`config.mk`:
```
export PLATFORM = sky130hd
export DESIGN_NAME = key_matrix_debounce_events_top
export DESIGN_NICKNAME = d
export VERILOG_FILES = /design/src/design/kmd_pkg.sv /design/src/design/kmd_lane.sv /design/src/design/kmd_merge.sv /design/src/design/key_matrix_debounce_events_top.sv
export SDC_FILE = /design/constraint.sdc
export NUM_CORES = 2
export LEC_CHECK = 0
export ABC_AREA = 0
export BUFFER_PORTS_ARGS = -buffer_cell sky130_fd_sc_hd__buf_2
export CORE_ASPECT_RATIO = 0.75
export CORE_MARGIN = 5
export CORE_UTILIZATION = 50
export DETAILED_ROUTE_END_ITERATION = 10
export GPL_TIMING_DRIVEN = 0
export PLACE_DENSITY = 0.77
export SYNTH_ARGS = -nofsm -noshare
export SYNTH_HDL_FRONTEND = slang
export SYNTH_SLANG_ARGS = --single-unit
```
`constraint.sdc`:
```
create_clock -name clk -period 6.93 [get_ports clk]
set_clock_uncertainty 0.2 [all_clocks]
set_input_delay 0 -clock clk [delete_from_list [all_inputs] [get_ports clk]]
set_output_delay 0 -clock clk [all_outputs]
set_load 0.02 [all_outputs]
```
`src/design/kmd_pkg.sv`:
```
// Shared types, constants and the key-to-LED table of the key matrix debouncer.
package kmd_pkg;

	localparam int NUM_KEYS_DEF   = 10;
	localparam int RAW_W          = 10;
	localparam int TIME_W         = 32;
	localparam int DEB_W          = 16;
	localparam int KEY_W          = 4;
	localparam int LED_W          = 5;
	localparam int LED_KEY_W      = 5;
	localparam logic [DEB_W-1:0] DEBOUNCE_RESET = 16'd20;

	typedef struct packed {
		logic [RAW_W-1:0]  raw_pressed;
		logic [TIME_W-1:0] now_ms;
	} scan_word_t;

	typedef struct packed {
		logic [KEY_W-1:0] key_index;
		logic             pressed;
		logic [LED_W-1:0] led_pixel;
		logic             last;
	} evt_word_t;

	function automatic logic [LED_W-1:0] led_of_key(input logic [LED_KEY_W-1:0] k);
		logic [LED_W-1:0] px;
		unique case (k)
			5'd0:    px = 5'd3;
			5'd1:    px = 5'd2;
			5'd2:    px = 5'd11;
			5'd3:    px = 5'd14;
			5'd4:    px = 5'd15;
			5'd5:    px = 5'd0;
			5'd6:    px = 5'd4;
			5'd7:    px = 5'd1;
			5'd8:    px = 5'd12;
			5'd9:    px = 5'd13;
			default: px = 5'd0;
		endcase
		return px;
	endfunction

endpackage

```
`src/design/kmd_lane.sv`:
```
// One key lane: raw reading, debounced state, change time and the event decision.
module kmd_lane import kmd_pkg::*; (
	input  logic              clk,
	input  logic              arst_n,
	input  logic              take,
	input  logic              level,
	input  logic [TIME_W-1:0] now_ms,
	input  logic [DEB_W-1:0]  hold_ms,
	output logic              fire,
	output logic              fire_level
);

	logic              raw_seen_q;
	logic              debounced_q;
	logic [TIME_W-1:0] change_time_q;
	logic [TIME_W-1:0] elapsed;

	assign elapsed    = now_ms - change_time_q;
	assign fire       = (level == raw_seen_q) && (elapsed >= TIME_W'(hold_ms))
		&& (debounced_q != raw_seen_q);
	assign fire_level = raw_seen_q;

	always_ff @(posedge clk or negedge arst_n) begin
		if (!arst_n) begin
			raw_seen_q    <= 1'b0;
			debounced_q   <= 1'b0;
			change_time_q <= '0;
		end else if (take) begin
			if (level != raw_seen_q) begin
				raw_seen_q    <= level;
				change_time_q <= now_ms;
			end else if (fire) begin
				debounced_q <= raw_seen_q;
			end
		end
	end

endmodule

```
`src/design/kmd_merge.sv`:
```
// Merge stage: emits the lanes' events of one scan in key order, one word per cycle while evt_stall allows it.
module kmd_merge import kmd_pkg::*; #(
	parameter int NUM_KEYS = NUM_KEYS_DEF
) (
	input  logic                clk,
	input  logic                arst_n,
	input  logic                pend_valid,
	input  logic [NUM_KEYS-1:0] pend_mask,
	input  logic [NUM_KEYS-1:0] pend_lvl,
	output logic                pend_ready,
	output logic                evt_valid,
	input  logic                evt_stall,
	output evt_word_t           evt
);

	localparam int IDX_W = (NUM_KEYS > 1) ? $clog2(NUM_KEYS) : 1;

	logic [NUM_KEYS-1:0] mask_q;
	logic [NUM_KEYS-1:0] lvl_q;
	logic                out_valid_q;
	evt_word_t           out_q;
	logic [NUM_KEYS-1:0] low;
	logic [NUM_KEYS-1:0] rest;
	logic [IDX_W-1:0]    idx;
	logic                emit;

	assign low  = mask_q & (~mask_q + NUM_KEYS'(1));
	assign rest = mask_q & ~low;
	assign emit = (mask_q != '0) && (!out_valid_q || !evt_stall);
	assign pend_ready = (mask_q == '0) || (emit && (rest == '0));

	always_comb begin
		idx = '0;
		for (int i = 0; i < NUM_KEYS; i++) begin
			if (low[i]) begin
				idx = idx | IDX_W'(i);
			end
		end
	end

	always_ff @(posedge clk or negedge arst_n) begin
		if (!arst_n) begin
			mask_q      <= '0;
			out_valid_q <= 1'b0;
		end else begin
			if (pend_ready) begin
				mask_q <= pend_valid ? pend_mask : '0;
			end else if (emit) begin
				mask_q <= rest;
			end
			if (emit) begin
				out_valid_q <= 1'b1;
			end else if (!evt_stall) begin
				out_valid_q <= 1'b0;
			end
		end
	end

	always_ff @(posedge clk) begin
		if (pend_ready && pend_valid) begin
			lvl_q <= pend_lvl;
		end
		if (emit) begin
			out_q.key_index <= KEY_W'(idx);
			out_q.pressed   <= lvl_q[idx];
			out_q.led_pixel <= led_of_key(LED_KEY_W'(idx));
			out_q.last      <= (rest == '0);
		end
	end

	assign evt_valid = out_valid_q;
	assign evt       = out_q;

endmodule

```
`src/design/key_matrix_debounce_events_top.sv`:
```
// Top level of the key matrix debouncer with press and release events.
// Usage:
//   scan channel (scan_valid / scan_stall / scan): one word per matrix scan,
//   the raw key levels and the millisecond time of the scan.
//   evt channel (evt_valid / evt_stall / evt): one word per debounced change,
//   in ascending key order, with the key's LED pixel; last marks the final
//   word of a scan. A scan with no change gives no word.
//   debounce channel (debounce_valid / debounce_ready / hold_ms): writes the
//   debounce time; always ready. Write it only while no words are in flight.
// A scan's first word passes the s1 registers, the merge mask and the output word.
// Throughput: every key lane judges the whole scan at once, so a scan is taken
// each cycle while scan_stall is low; the merge stage then sends one word per
// cycle while evt_stall allows it, at most NUM_KEYS words for one scan.
// One decided scan waits between the lanes and the merge stage; scan_stall rises
// while it cannot move on. evt_stall holds the output word and backs up the
// merge stage and then the scan channel.
// Reset: all keys read released, change times zero, debounce time 20 ms.
module key_matrix_debounce_events_top import kmd_pkg::*; #(
	parameter int NUM_KEYS = NUM_KEYS_DEF
) (
	input  logic             clk,
	input  logic             arst_n,
	input  logic             scan_valid,
	output logic             scan_stall,
	input  scan_word_t       scan,
	output logic             evt_valid,
	input  logic             evt_stall,
	output evt_word_t        evt,
	input  logic             debounce_valid,
	output logic             debounce_ready,
	input  logic [DEB_W-1:0] hold_ms
);

	logic [DEB_W-1:0]    debounce_q;
	logic [NUM_KEYS-1:0] fire;
	logic [NUM_KEYS-1:0] fire_lvl;
	logic                scan_take;
	logic                valid_s1;
	logic [NUM_KEYS-1:0] mask_s1;
	logic [NUM_KEYS-1:0] lvl_s1;
	logic                merge_ready;

	assign debounce_ready = 1'b1;
	assign scan_stall     = valid_s1 && !merge_ready;
	assign scan_take      = scan_valid && !scan_stall;

	always_ff @(posedge clk or negedge arst_n) begin
		if (!arst_n) begin
			debounce_q <= DEBOUNCE_RESET;
		end else if (debounce_valid && debounce_ready) begin
			debounce_q <= hold_ms;
		end
	end

	for (genvar k = 0; k < NUM_KEYS; k++) begin : g_lane
		logic level;
		if (k < RAW_W) begin : g_raw
			assign level = scan.raw_pressed[k];
		end else begin : g_none
			assign level = 1'b0;
		end
		kmd_lane u_lane (
			.clk        (clk),
			.arst_n     (arst_n),
			.take       (scan_take),
			.level      (level),
			.now_ms     (scan.now_ms),
			.hold_ms    (debounce_q),
			.fire       (fire[k]),
			.fire_level (fire_lvl[k])
		);
	end

	always_ff @(posedge clk or negedge arst_n) begin
		if (!arst_n) begin
			valid_s1 <= 1'b0;
		end else if (scan_take) begin
			valid_s1 <= |fire;
		end else if (merge_ready) begin
			valid_s1 <= 1'b0;
		end
	end

	always_ff @(posedge clk) begin
		if (scan_take) begin
			mask_s1 <= fire;
			lvl_s1  <= fire_lvl;
		end
	end

	kmd_merge #(.NUM_KEYS(NUM_KEYS)) u_merge (
		.clk       (clk),
		.arst_n    (arst_n),
		.pend_valid(valid_s1),
		.pend_mask (mask_s1),
		.pend_lvl  (lvl_s1),
		.pend_ready(merge_ready),
		.evt_valid (evt_valid),
		.evt_stall (evt_stall),
		.evt       (evt)
	);

endmodule

```
# Word level (Yosys, flattened, before mapping)
# Memories as Yosys holds them, arrays and structs flattened. A register that Yosys moved wholly into a read port is not among the register bits.
# Index checks and enable logic that the tools add are counted.
# word_totals
mem_bits_ro,64
out_inout_bits,14
mem_bits_rw,0
mem_count,1
reg_bits,409
inputBits,63
latchBits,0
# classes
multipliers,0
n_eq_ne,31
div,0
n_mux,18
bitwise_logic,14
n_reduce_logical,57
n_lt_le_gt_ge,11
shift,0
add_sub_neg,11
# mem_list
name,words,width,rd,rd_clocked_by_memory_dff,write_ports,line_no,text
(no name shown),16,4,1,1,0,kmd_pkg.sv:27,unique case (k)
# op_table
operator,n
32-bit by 16-bit >= comparator with 1-bit output,10
32-bit subtractor,10
10-bit 2-to-1 mux,3
3-bit AND reduction,10
1-bit logical AND,25
10-bit bitwise AND,2
10-bit zero test,2
1-bit != test,20
10-bit inverter,2
2-bit AND reduction,10
3-bit 2-to-1 mux,4
"10-bit by 1-bit adder with 10-bit output, second input constant",1
1-bit == test,10
1-bit inverter,10
10-bit nonzero test,1
10-bit OR reduction,1
4-bit 2-to-1 mux,2
1-bit 2-to-1 mux,6
"4-bit by 5-bit less-than comparator with 1-bit output, second input constant",1
1-bit binary-select mux with 4-bit select,1
1-bit zero test,4
2-bit 2-to-1 mux,2
2-bit nonzero test,2
1-bit logical OR,2
"2-bit by 1-bit != test with 1-bit output, second input constant",1

# Logic depth before layout (Yosys ltp)
# logic_depth
ltp_word,14
mapped_depth,28
mapped_depth_nobuf,27

# Cells and area by module
# Synthesis repeated with hierarchy kept, for this count alone.
# hier_totals
hier_cells,4673
hier_area_um2,40575.2
# by_module_without_submodules
module,area_per_inst_um2,cells_each,seq_area_each_um2,instances
kmd_lane at g_lane[1].u_lane ...,3739.8,443,850.8,6
kmd_lane at g_lane[2].u_lane ...,3762.4,438,850.8,2
kmd_lane at g_lane[0].u_lane,3917.5,473,850.8,1
kmd_lane at g_lane[9].u_lane,3875.0,465,850.8,1
kmd_merge,1535.2,137,875.8,1
key_matrix_debounce_events_top,1283.7,64,1028.5,1

# Least setup slack after synthesis
# No wires, ideal clock.
# synth_timing
kind,input to register
from,input port scan[0] (netlist name)
to,register valid_s1
setup_slack_ns,0.717
required_ns,6.604
stages,24
arrival_ns,5.887
path_buffers,1
cell_sequence,inv_1 > clkbuf_1 > ha_1 > inv_1 > fa_1 > a21o_1 > a22o_1 > o31ai_1 > o21ai_0 > a21oi_1 > xnor2_1 > ha_1 > a21o_1 > a22oi_1 > o2111ai_1 > a2111oi_0 > nand4_1 > a2111oi_0 > nand4_1 > nor4_1 > a31oi_1 > or4_1 > or4b_1 > o32a_1
# synth_via
elab_chain_cells,6
word_cells_on_any_way,42
cone_classes,add/sub: 10; order compare: 10; mux: 1; reduce/logical: 21
# synth_lines
element,line_no,text
from (decl),key_matrix_debounce_events_top.sv:25,"input scan_word_t scan,"
32-bit subtractor,kmd_lane.sv:18,assign elapsed = now_ms - change_time_q;
32-bit by 16-bit >= comparator with 1-bit output,kmd_lane.sv:19,assign fire = (level == raw_seen_q) && (elapsed >= TIME_W'(hold_ms))
1-bit logical AND,kmd_lane.sv:19,
1-bit logical AND,kmd_lane.sv:20,&& (debounced_q != raw_seen_q);
via g_lane[8].u_lane.fire,kmd_lane.sv:9,"output logic fire,"
10-bit OR reduction,key_matrix_debounce_events_top.sv:78,valid_s1 <= |fire;
1-bit 2-to-1 mux,key_matrix_debounce_events_top.sv:77,end else if (scan_take) begin
to (signal assigned),key_matrix_debounce_events_top.sv:78,
to (decl),key_matrix_debounce_events_top.sv:38,logic valid_s1;
# The timed path passes the listed nets, and every way through them passes these cells.
# A chain may end at the register's enable or synchronous reset.

# Final worst setup path
# layout_timing
from,register g_lane[8].u_lane.change_time_q[0]
to,register valid_s1
# layout_via
elab_chain_cells,6
# layout_lines
element,line_no,text
from (decl),kmd_lane.sv:15,logic [TIME_W-1:0] change_time_q;
from (signal assigned),kmd_lane.sv:31,change_time_q <= now_ms;
32-bit subtractor,kmd_lane.sv:18,
32-bit by 16-bit >= comparator with 1-bit output,kmd_lane.sv:19,
1-bit logical AND,kmd_lane.sv:19,
1-bit logical AND,kmd_lane.sv:20,
via g_lane[8].u_lane.fire,kmd_lane.sv:9,
10-bit OR reduction,key_matrix_debounce_events_top.sv:78,
1-bit 2-to-1 mux,key_matrix_debounce_events_top.sv:77,
# The timed path passes the listed nets, and every way through them passes these cells.

==> results.sh <==
export IMPL_status="finished clean"
export IMPL_relSlewSlack_pct=8.60
export IMPL_clk_pin_slew_ns=0.06
export IMPL_numClockSinks=408
export IMPL_yosys_area_top_type="dfrtp_1"
export IMPL_numCtsBuffers=46
export IMPL_place_ws_ns=-1.92
export IMPL_gp_congestion=0.988
export IMPL_vias_per_cell=6.24
export IMPL_dieArea_mm2=0.0818
export IMPL_cp_end_kind="flip-flop"
export IMPL_root_buffer="clkbuf_16"
export IMPL_synthesis_area_mm2=0.0381
export IMPL_synth_edf_count=40
export IMPL_fin_ws_ns=0.400
export IMPL_vias=35500
export IMPL_clockBufferDepth=3
export IMPL_drc=0
export IMPL_crit_fanout=4
export IMPL_slowest_delay_ns=0.54
export IMPL_cp_slowest_cell="or4_1"
export IMPL_final_common_cell="ha_1"
export IMPL_irDropWorstVdd_mv=0.250
export IMPL_tns_ns=0
export IMPL_ant_nets=0
export IMPL_power_density_mw_per_mm2=519
export IMPL_placedCellCount=5518
export IMPL_grt_use_total_pct=29.5
export IMPL_crit_chain="ha_1 > inv_1 > fa_1 > a21o_1 > a22o_1 > o31ai_4 > o21ai_0 > a21oi_1 > xnor2_1 > ha_1 > a21o_1 > a22oi_1 > o2111ai_1 > a2111oi_2 > nand4_1 > a2111oi_2 > nand4_1 > nor4_4 > a31oi_4 > or4_1 > or4b_1 > o32a_1"
export IMPL_cts_htree_levels=2
export IMPL_chipWidth_um=329
export IMPL_fp_coreArea_mm2=0.0753
export IMPL_grt_antenna_before_repair=6
export IMPL_finalHoldViolCount=0
export IMPL_final_cell_mix="ha_1, inv_1, nand2_1"
export IMPL_fmax_mhz=153
export IMPL_core_rowCount=87
export IMPL_syn_inst=4418
export IMPL_post_route_period_util_pct=94.2
export IMPL_synth_async_reset_ratio_pct=90.2
export IMPL_grt_overflow=0
export IMPL_first_pass_iters=7
export IMPL_hp_class="in -> reg"
export IMPL_holdPathStages=3
export IMPL_layout_drive_gt1_share_pct=11.6
export IMPL_synth_nets=4965
export IMPL_fp_dieH_um=249
export IMPL_cp_num_buf_inv=1
export IMPL_start_util_pct=50.5
export IMPL_grt_pass1_wl_mm=190
export IMPL_crit_family="compound AO/OA/AOI/OAI gates"
export IMPL_grt_pass1_vias=33000
export IMPL_dpl_hpwl_mm=92.7
export IMPL_stdcell_count=5689
export IMPL_crit_type="reg -> reg"
export IMPL_yosys_warnings=0
export IMPL_clock_latency_ns=0.61
export IMPL_synth_distinct_cells=87
export IMPL_cts_tree="built"
export IMPL_maxCapViolations=0
export IMPL_synthTopCellsByArea="dfrtp_1, ha_1, mux2_2, a21oi_1, inv_1"
export IMPL_fin_crit_ns=6.53
export IMPL_drt_wirelength_per_cell_um=22.1
export IMPL_ios=77
export IMPL_drv_slew=0
export IMPL_worst_ep_arrival_time_ns=6.82
export IMPL_reg2reg_depth=22
export IMPL_area_growth_pct=11.3
export IMPL_worst_slew_pin_transition_ns=1.37
export IMPL_grt_max_degree=117
export IMPL_finalSetupViolCount=0
export IMPL_final_util_pct=56.2
export IMPL_drt_iter0_drc=3919
export IMPL_wirelength_mm=126
export IMPL_crit_required_ns=7.22
export IMPL_cellLeakagePower_nw=19.2
export IMPL_n_antenna_cell=0
export IMPL_ys_ff_latch=408
export IMPL_syn_mean_instance_area_um2=8.62
export IMPL_io_buffers=74
export IMPL_cp_depth=22
export IMPL_synth_flop_cell="dfrtp_1"
export IMPL_synth_top_area_share_pct=24.1
export IMPL_ys_seq_area_share_pct=27.3
export IMPL_layout_nets=5177
export IMPL_startpoint_type="flip-flop"
## report_power, final
part | switching (mW) | internal, mW | leakage (nW)
clock | 1.11 | 1.55 | 0.766
combinational | 8.72 | 6.32 | 13.7
sequential | 0.650 | 3.62 | 4.80
## flip-flops by register name, summed over array words and instances (netlist names)
name and flops:
g_lane.u_lane.debounced_q 10, mask_s1 10, lvl_s1 10, debounce_q 16, valid_s1 1, g_lane.u_lane.fire_level 10, u_merge.evt 10, u_merge.mask_q 10
u_merge.evt_valid 1, u_merge.lvl_q 10, g_lane.u_lane.change_time_q 320
## worst min-delay path, stage by stage
cell and delay, ns:
dlygate4sd3_1 0.52, buf_2 0.14, mux2_2 0.14
## per-stage QoR
stage                     hold WS (ns)  cell area [um^2]  total power, mW
after floorplan                 -0.496             38100             15.3
after global placement          0.0129             39700             18.4
final                           0.0411             42400             22.0
after CTS                      0.00976             42300             21.6
after global routing            0.0575             42400             23.8
after detailed placement        -0.188             39800             18.8
## path summary, 6_finish.rpt
| check | start | endpoint | slack (ns) |
|---|---|---|---|
| max in group asynchronous | arst_n | g_lane[2].u_lane.change_time_q[21] | 4.78 |
| min in group asynchronous | arst_n | debounce_q[14] | 0.31 |
| worst min register to register | lvl_s1[3] | u_merge.lvl_q[3] | 0.22 |
| worst min-delay path | scan[37] | g_lane[5].u_lane.fire_level | 0.04 |
| worst max register to register | g_lane[8].u_lane.change_time_q[0] | valid_s1 | 0.40 |
| worst max-delay path | g_lane[8].u_lane.change_time_q[0] | valid_s1 | 0.40 |
## cell type report
cell class,instances,area (um^2)
fillers,6857,33000
multi-input cells,3447,25600
flip-flops and latches,408,10400
inverters,416,1570
repair buffers,166,1350
well taps,1023,1280
clock buffers,59,1250
plain buffers,145,554
clock inverters,25,342
## synth_stat cells, drive strengths merged (78+ instances only)
cell type and n:
inv 416, nand3 92, nand2 374, xor2 78, a21oi 374, dfrtp 366
nor2 248, a21o 124, clkbuf 112, o21ai 263, xnor2 132, mux2 325
ha 474
## what timing repair did
action                                  CTS  global route
endpoints found under the setup margin    3             1
gates resized for setup                   5            12
hold buffers                             80             0
setup buffers                             1             8
hold endpoints to repair                266             0
pin swaps                                 1             4
## cell families after synthesis
group                      after synthesis  synth area share, %
DFF                                    408                 27.3
adders and majority gates              486                 16.2
AOI/OAI and AO/OA                     1268                 21.5
xor gates and xnor gates               210                 4.83
buffers and inverters                  563                 5.57
muxes                                  348                 10.2
and+or+nand+nor                       1133                 14.3
other                                    2               0.0197
## layer usage
| metal | GRT usage (%) | wire length (um) | vias up |
|---|---|---|---|
| li1 | - | - | 16600 |
| met1 | 42.9 | 55700 | 16900 |
| met2 | 43.5 | 51800 | 1755 |
| met3 | 6.00 | 13100 | 275 |
| met4 | 10.4 | 4960 | 0 |
| met5 | 0 | 0 | - |
No activity file was read; power rests on OpenSTA's default activity.
